### src/design/psds_pkg.sv
package psds_pkg;

  // Default plane limit and the fixed field widths of the block.
  localparam int MaxPlanesDef = 256;
  localparam int ChanW        = 8;
  localparam int CostW        = 10;
  localparam int PlaneW       = 8;
  localparam int DepthW       = 8;
  localparam int NumPlanesW   = 9;
  localparam int DepthStepW   = 8;
  localparam int CfgAddrW     = 3;
  localparam int CfgDataW     = 32;

  // Cost limits and depth saturation.
  localparam logic [CostW-1:0]  CostMax   = 10'd765;
  localparam logic [CostW-1:0]  CostReset = 10'h3FF;
  localparam logic [DepthW-1:0] DepthSat  = 8'd255;

  // Register reset values.
  localparam logic [NumPlanesW-1:0] NumPlanesRst = 9'd200;
  localparam logic [DepthStepW-1:0] DepthStepRst = 8'd1;

  // Register indexes, taken from the word address.
  typedef enum logic {
    RegNumPlanes = 1'b0,
    RegDepthStep = 1'b1
  } reg_idx_e;

  // Configuration handed from the register block to the selection logic.
  typedef struct packed {
    logic [NumPlanesW-1:0] num_planes;
    logic [DepthStepW-1:0] depth_step;
  } cfg_t;

  // Difference a - b, held at zero where b is larger.
  function automatic logic [ChanW-1:0] sat_diff(input logic [ChanW-1:0] a,
                                                input logic [ChanW-1:0] b);
    return (a > b) ? (a - b) : '0;
  endfunction

endpackage

### src/design/psds_cfg.sv
module psds_cfg (
  input  logic                          clk_i,
  input  logic                          rst_ni,
  input  logic                          psel,
  input  logic                          penable,
  input  logic                          pwrite,
  input  logic [psds_pkg::CfgAddrW-1:0] paddr,
  input  logic [psds_pkg::CfgDataW-1:0] pwdata,
  output logic [psds_pkg::CfgDataW-1:0] prdata,
  output logic                          pready,
  output psds_pkg::cfg_t                cfg_o
);
  import psds_pkg::*;

  logic [NumPlanesW-1:0] num_planes_q;
  logic [DepthStepW-1:0] depth_step_q;
  logic                  wr_en;
  reg_idx_e              reg_idx;

  assign pready  = 1'b1;
  assign wr_en   = psel && penable && pwrite;
  assign reg_idx = reg_idx_e'(paddr[2]);

  // Register writes on the access phase.
  always_ff @(posedge clk_i or negedge rst_ni) begin
    if (!rst_ni) begin
      num_planes_q <= NumPlanesRst;
      depth_step_q <= DepthStepRst;
    end else if (wr_en) begin
      case (reg_idx)
        RegNumPlanes: num_planes_q <= pwdata[NumPlanesW-1:0];
        RegDepthStep: depth_step_q <= pwdata[DepthStepW-1:0];
        default: ;
      endcase
    end
  end

  // Read data mux.
  always_comb begin
    case (reg_idx)
      RegNumPlanes: prdata = CfgDataW'(num_planes_q);
      RegDepthStep: prdata = CfgDataW'(depth_step_q);
      default:      prdata = '0;
    endcase
  end

  assign cfg_o.num_planes = num_planes_q;
  assign cfg_o.depth_step = depth_step_q;

endmodule

### src/design/psds_cost.sv
module psds_cost (
  input  logic                       clk_i,
  input  logic                       rst_ni,
  input  logic                       in_valid_i,
  output logic                       in_ready_o,
  input  logic [psds_pkg::ChanW-1:0] ref_blue_i,
  input  logic [psds_pkg::ChanW-1:0] ref_green_i,
  input  logic [psds_pkg::ChanW-1:0] ref_red_i,
  input  logic [psds_pkg::ChanW-1:0] warp_blue_i,
  input  logic [psds_pkg::ChanW-1:0] warp_green_i,
  input  logic [psds_pkg::ChanW-1:0] warp_red_i,
  output logic                       valid_o,
  input  logic                       take_i,
  output logic [psds_pkg::CostW-1:0] cost_o
);
  import psds_pkg::*;

  logic             valid_q;
  logic [ChanW-1:0] ref_b_q, ref_g_q, ref_r_q;
  logic [ChanW-1:0] warp_b_q, warp_g_q, warp_r_q;
  logic             load;

  // The stage takes a new word whenever it is empty or its word moves on.
  assign in_ready_o = !valid_q || take_i;
  assign load       = in_valid_i && in_ready_o;

  always_ff @(posedge clk_i or negedge rst_ni) begin
    if (!rst_ni) begin
      valid_q <= 1'b0;
    end else if (in_ready_o) begin
      valid_q <= in_valid_i;
    end
  end

  always_ff @(posedge clk_i) begin
    if (load) begin
      ref_b_q  <= ref_blue_i;
      ref_g_q  <= ref_green_i;
      ref_r_q  <= ref_red_i;
      warp_b_q <= warp_blue_i;
      warp_g_q <= warp_green_i;
      warp_r_q <= warp_red_i;
    end
  end

  // Matching cost: sum of the three clamped channel differences.
  assign cost_o  = CostW'(sat_diff(ref_b_q, warp_b_q)) +
                   CostW'(sat_diff(ref_g_q, warp_g_q)) +
                   CostW'(sat_diff(ref_r_q, warp_r_q));
  assign valid_o = valid_q;

endmodule

### src/design/psds_wta.sv
module psds_wta #(
  parameter int MAX_PLANES = psds_pkg::MaxPlanesDef
) (
  input  logic                        clk_i,
  input  logic                        rst_ni,
  input  psds_pkg::cfg_t              cfg_i,
  input  logic                        valid_i,
  output logic                        ready_o,
  input  logic [psds_pkg::CostW-1:0]  cost_i,
  output logic                        out_valid_o,
  input  logic                        out_ready_i,
  output logic [psds_pkg::DepthW-1:0] depth_value_o,
  output logic [psds_pkg::PlaneW-1:0] best_plane_o,
  output logic [psds_pkg::CostW-1:0]  best_cost_o
);
  import psds_pkg::*;

  localparam int CntW  = $clog2(MAX_PLANES);
  localparam int ProdW = DepthStepW + CntW + 1;
  localparam logic [NumPlanesW-1:0] MaxPlanesN = NumPlanesW'(MAX_PLANES);

  logic [CntW-1:0]       idx_q;
  logic [CostW-1:0]      min_q;
  logic [CntW-1:0]       best_q;
  logic                  out_valid_q;
  logic [DepthW-1:0]     out_depth_q;
  logic [CntW-1:0]       out_best_q;
  logic [CostW-1:0]      out_cost_q;

  logic [NumPlanesW-1:0] eff_full;
  logic [CntW:0]         eff;
  logic [CntW:0]         idx_inc;
  logic                  last;
  logic                  upd;
  logic [CntW:0]         best_inc;
  logic [ProdW-1:0]      prod;
  logic [DepthW-1:0]     prod_sat;
  logic [CostW-1:0]      new_min;
  logic [CntW-1:0]       new_best;
  logic                  out_free;
  logic                  take;

  // Plane count in force: zero counts as one, the top is held at the limit.
  always_comb begin
    if (cfg_i.num_planes == '0) begin
      eff_full = NumPlanesW'(1);
    end else if (cfg_i.num_planes > MaxPlanesN) begin
      eff_full = MaxPlanesN;
    end else begin
      eff_full = cfg_i.num_planes;
    end
  end

  assign eff     = eff_full[CntW:0];
  assign idx_inc = {1'b0, idx_q} + (CntW+1)'(1);
  assign last    = idx_inc >= eff;

  // Running minimum; an equal cost keeps the earlier plane.
  assign upd = cost_i < min_q;

  assign new_min  = upd ? cost_i : min_q;
  assign new_best = upd ? idx_q  : best_q;

  // Depth byte of the winner, using the step in force when the pixel closes.
  assign best_inc = {1'b0, new_best} + (CntW+1)'(1);
  assign prod     = ProdW'(cfg_i.depth_step) * ProdW'(best_inc);
  assign prod_sat = (prod > ProdW'(DepthSat)) ? DepthSat : prod[DepthW-1:0];

  // A non-final plane always moves on; the final one needs the result register.
  assign out_free = !out_valid_q || out_ready_i;
  assign ready_o  = !last || out_free;
  assign take     = valid_i && ready_o;

  // Per-pixel running state, cleared after the last plane.
  always_ff @(posedge clk_i or negedge rst_ni) begin
    if (!rst_ni) begin
      idx_q  <= '0;
      min_q  <= CostReset;
      best_q <= '0;
    end else if (take) begin
      if (last) begin
        idx_q  <= '0;
        min_q  <= CostReset;
        best_q <= '0;
      end else begin
        idx_q  <= idx_inc[CntW-1:0];
        min_q  <= new_min;
        best_q <= new_best;
      end
    end
  end

  // Result register.
  always_ff @(posedge clk_i or negedge rst_ni) begin
    if (!rst_ni) begin
      out_valid_q <= 1'b0;
    end else if (take && last) begin
      out_valid_q <= 1'b1;
    end else if (out_ready_i) begin
      out_valid_q <= 1'b0;
    end
  end

  always_ff @(posedge clk_i) begin
    if (take && last) begin
      out_depth_q <= prod_sat;
      out_best_q  <= new_best;
      out_cost_q  <= new_min;
    end
  end

  assign out_valid_o   = out_valid_q;
  assign depth_value_o = out_depth_q;
  assign best_plane_o  = PlaneW'(out_best_q);
  assign best_cost_o   = out_cost_q;

endmodule

### src/design/plane_sweep_depth_select.sv
// Channel   Direction  Handshake                       Payload
// config    in/out     psel, penable, pwrite, pready   paddr, pwdata, prdata
// pixel in  in         in_valid_i / in_ready_o         ref_*_i, warp_*_i
// result    out        out_valid_o / out_ready_i       depth_value_o, best_plane_o, best_cost_o
//
// One input word is taken every cycle unless a held result stalls the input; one result
// leaves per pixel, after its last plane. A word passes an input register and then the
// cost compare into the result register, which loads when the last plane's cost is taken.
// Reset clears the per-pixel state and loads 200 planes and a depth step of one.
// A held result stops the last plane of the next pixel in the input register, and the
// input stalls behind it; the planes before it flow on.
module plane_sweep_depth_select #(
  parameter int MAX_PLANES = psds_pkg::MaxPlanesDef
) (
  input  logic                          clk_i,
  input  logic                          rst_ni,
  input  logic                          psel,
  input  logic                          penable,
  input  logic                          pwrite,
  input  logic [psds_pkg::CfgAddrW-1:0] paddr,
  input  logic [psds_pkg::CfgDataW-1:0] pwdata,
  output logic [psds_pkg::CfgDataW-1:0] prdata,
  output logic                          pready,
  input  logic                          in_valid_i,
  output logic                          in_ready_o,
  input  logic [psds_pkg::ChanW-1:0]    ref_blue_i,
  input  logic [psds_pkg::ChanW-1:0]    ref_green_i,
  input  logic [psds_pkg::ChanW-1:0]    ref_red_i,
  input  logic [psds_pkg::ChanW-1:0]    warp_blue_i,
  input  logic [psds_pkg::ChanW-1:0]    warp_green_i,
  input  logic [psds_pkg::ChanW-1:0]    warp_red_i,
  output logic                          out_valid_o,
  input  logic                          out_ready_i,
  output logic [psds_pkg::DepthW-1:0]   depth_value_o,
  output logic [psds_pkg::PlaneW-1:0]   best_plane_o,
  output logic [psds_pkg::CostW-1:0]    best_cost_o
);
  import psds_pkg::*;

  cfg_t             cfg;
  logic             st_valid;
  logic             st_take;
  logic [CostW-1:0] st_cost;

  // Configuration registers.
  psds_cfg u_cfg (
    .clk_i   (clk_i),
    .rst_ni  (rst_ni),
    .psel    (psel),
    .penable (penable),
    .pwrite  (pwrite),
    .paddr   (paddr),
    .pwdata  (pwdata),
    .prdata  (prdata),
    .pready  (pready),
    .cfg_o   (cfg)
  );

  // Input register and matching cost.
  psds_cost u_cost (
    .clk_i        (clk_i),
    .rst_ni       (rst_ni),
    .in_valid_i   (in_valid_i),
    .in_ready_o   (in_ready_o),
    .ref_blue_i   (ref_blue_i),
    .ref_green_i  (ref_green_i),
    .ref_red_i    (ref_red_i),
    .warp_blue_i  (warp_blue_i),
    .warp_green_i (warp_green_i),
    .warp_red_i   (warp_red_i),
    .valid_o      (st_valid),
    .take_i       (st_take),
    .cost_o       (st_cost)
  );

  // Winner-take-all selection and result register.
  psds_wta #(
    .MAX_PLANES (MAX_PLANES)
  ) u_wta (
    .clk_i         (clk_i),
    .rst_ni        (rst_ni),
    .cfg_i         (cfg),
    .valid_i       (st_valid),
    .ready_o       (st_take),
    .cost_i        (st_cost),
    .out_valid_o   (out_valid_o),
    .out_ready_i   (out_ready_i),
    .depth_value_o (depth_value_o),
    .best_plane_o  (best_plane_o),
    .best_cost_o   (best_cost_o)
  );

endmodule

### config.mk
export PLATFORM = sky130hd
export DESIGN_NAME = plane_sweep_depth_select
export DESIGN_NICKNAME = d
export VERILOG_FILES = /design/src/design/psds_pkg.sv /design/src/design/psds_cfg.sv /design/src/design/psds_cost.sv /design/src/design/psds_wta.sv /design/src/design/plane_sweep_depth_select.sv
export SDC_FILE = /design/constraint.sdc
export NUM_CORES = 1
export LEC_CHECK = 0
export ABC_AREA = 1
export BUFFER_PORTS_ARGS = -buffer_cell sky130_fd_sc_hd__buf_2
export CAP_MARGIN = 20
export CORE_MARGIN = 3
export CORE_UTILIZATION = 53
export CTS_CLUSTER_DIAMETER = 50
export DETAILED_ROUTE_END_ITERATION = 8
export PLACE_DENSITY = 0.78
export SKIP_CTS_REPAIR_TIMING = 1
export SLEW_MARGIN = 20
export SYNTH_ARGS = -nofsm -noshare
export SYNTH_HDL_FRONTEND = slang
export SYNTH_SLANG_ARGS = --single-unit
### constraint.sdc
create_clock -name clk_i -period 9 [get_ports clk_i]
set_input_delay 1.8 -clock clk_i [delete_from_list [all_inputs] [get_ports clk_i]]
set_output_delay 1.8 -clock clk_i [all_outputs]
set_load 0.1 [all_outputs]
==> results.md <==
* CP Data Required Time at 9160 ps
* Dpl cells at 1550
* Met3 usage at 5.19%
* Failing checks: setup timing
* Critical path endpoint category: flip-flop
* Starting Density at 54.8%
* WL per Instance at 15.5 um
* Run status: finished, violations left
* Syn_area_per_cell at 8.44 sq um
* Unrepaired setup endpoints after global routing: true
* M2 GR Usage at 39.3%
* Clock buffer depth at 2
* Post-DP HPWL at 17500 um
* # DRC at 0
* Period utilisation layout at 107%
* Kind of critical path: flip-flop to flip-flop
* Pin count of the biggest net entering global routing at 49
* Setup ws final at -638 ps
* Max_cap viols at 0
* Initial DRC Count at 603
* Drt pass-1 iters at 5
* Via count at 8431
* Slew @ Worst Pin at 1050 ps
* Core Area at 17500 sq um
* Clk pin slew, worst setup/hold paths at 60 ps
* Worst skew pair latency at 420 ps
* Num CTS Buffers at 17
* Non-Filler Instances at 1600
* Crit path largest cell delay at 540 ps
* CTS tree: built
* Synthesized instance count at 1134
* Cell repeated most along the worst path: nand2_1
* GRT Total Usage at 23.3%
* Max-slew violation count at 0
* Area contributors post-synth: edfxtp_1 (23%), ha_1 (13%), fa_1 (9.8%), nand2_1 (8.9%), inv_1 (8.2%)
* Total grt overflow at 0
* Place WS at -744 ps
* Post-layout net count at 1596
* Sink Count at 119
* Synthesized flop and latch total at 119
* HP Class: flip-flop to flip-flop
* Synth warn at 0
* M1 GR Usage at 30.1%
* Synth top area share at 23.2%
* Ant. Diodes at 0
* Critical Path Slowest Stage Cell: fa_1
* Endpoints failing setup at 8
* Area leader, netlist: edfxtp_1
* Area grow syn2layout at 28.3%
* Final hold viol count at 0
* ANT nets after route at 0
* Via-to-Cell Ratio at 5.27
* Minimum clock period at 9640 ps
* Number of global-route vias before repair at 8201
* Fmax at 104 MHz
* Die W at 140 um
* First-pass GRT wire length at 37500 um
* Clock Root Buffer: clkbuf_16
* Proportion of layout cells with a drive suffix above 1 at 28.5%
* CP max FO at 8
* Die ar. at 19700 sq um
* Placer Congestion at 0.879
* Synth unique cells at 47
* H-tree Lvls at 4
* Gr busiest metal: met2
* # rows at 48
* Mapped cell area at 9570 sq um
* Clock Skews at 8.12 ps
* Drt total wl at 24800 um
* Initial antenna violation count at 0
* Startpoint types: flip-flop
* Die height at 140 um
* Critical Path AT at 9790 ps
* Rel. slew slack at 29.6%
* IO Pins at 151
* Post-synthesis sequential area ratio at 35.2%
* Input/output buffers at 101
[state kept, by name, summed over array words and instances, names as in the netlist]
register	count
u_cost.ref_r_q	8
u_wta.depth_value_o	8
u_cfg.depth_step_q	8
u_wta.best_cost_o	10
u_cost.valid_o	1
u_wta.best_plane_o	8
u_cost.ref_b_q	8
u_wta.best_q	8
u_cost.warp_b_q	8
u_wta.idx_q	8
u_cost.warp_g_q	8
u_cost.ref_g_q	8
u_wta.min_q	10
u_cfg.num_planes_q	9
u_wta.out_valid_o	1
u_cost.warp_r_q	8
[synthesized netlist by cell type (all sizes together)]
cell type  count
nand3b         7
o22ai          9
nor3b          2
o32ai          1
o221ai         1
o211ai         3
conb           2
ha            97
a21o           5
edfxtp        74
dfstp         14
inv          212
o21ai         56
nor4           2
nand4         21
o21bai         2
and3           1
fa            47
buf           32
clkbuf         5
a31oi          3
clkinv         1
dfrtp         31
nor2         123
nand2        234
o31a           1
a22oi          1
a21oi         52
nand3         46
nor3           3
o21a           2
xnor2         17
a21boi         1
or2            4
xor2          22
[area by class of cell]
| class | count | area [sq um] |
|---|---|---|
| multi-input cells | 788 | 5780 |
| fillers | 1261 | 5190 |
| flip-flops and latches | 119 | 3370 |
| repair buffers | 223 | 1440 |
| inverters | 213 | 802 |
| clock buffers | 20 | 500 |
| well taps | 225 | 282 |
| clock inverters | 12 | 124 |
[worst paths after layout]
check / from / end / slack (ps) / cells after the start
setup / recovery: u_cost.ref_b_q[0] / u_wta.depth_value_o[1] / -640 / 55
hold / removal: u_wta.min_q[4] / u_wta.min_q[4] / 490 / 2
setup reg to reg: u_cost.ref_b_q[0] / u_wta.depth_value_o[1] / -640 / 55
hold reg to reg: u_wta.min_q[4] / u_wta.min_q[4] / 490 / 2
max in group asynchronous: rst_ni / u_cost.valid_o / 7220 / 1
min in group asynchronous: rst_ni / u_cfg.num_planes_q[5] / 1370 / 1
[logic make-up after synthesis]
group,share of synthesized area [%]
compound gates,7.96
xor+xnor,3.65
fa+ha+maj,22.5
buf+inv,10.9
flops,35.2
other cells,0.0785
simple gates,19.7
[critical path: cells and delay by family, from the launching register on]
family / cells / cell delay [ps]
flops: 1 / 360
buf+inv: 11 / 1110
simple gates: 23 / 2450
compound gates: 7 / 760
xor+xnor: 2 / 460
fa+ha+maj: 12 / 4180
[placed cells by master, fill, tap and decap left out, types with 9 or more instances in the layout]
master / instances
a21oi_1: 38
a21oi_2: 12
buf_2: 100
buf_4: 120
clkbuf_16: 20
conb_1: 24
dfrtp_1: 31
dfstp_2: 14
edfxtp_1: 74
fa_1: 44
ha_1: 81
ha_4: 13
inv_1: 199
inv_2: 10
nand2_1: 203
nand2_2: 23
nand3_1: 36
nand4_1: 20
nor2_1: 102
nor2_2: 16
o21ai_0: 46
o22ai_1: 9
xnor2_1: 15
xor2_1: 21
[stage by stage]
step	setup TNS, ps	util, %	hold WS, ps	instance area (sq um)
CTS	-6150	67.5	494	11800
global route	-9030	70.3	520	12300
global placement	-3260	63.9	470	11200
finish	-4990	70.3	494	12300
detailed placement	-5740	63.9	484	11200
floorplan	0	-	442	9840
[layer usage]
metal  share of wire, %  wire (um)
met1                 41      10300
met2                 49      12300
met3                6.6       1640
met4                2.6        651
met5                  0          0
Power is not shown: default switching activity piles up to over one toggle a cycle in this logic, so the estimate is an artifact.
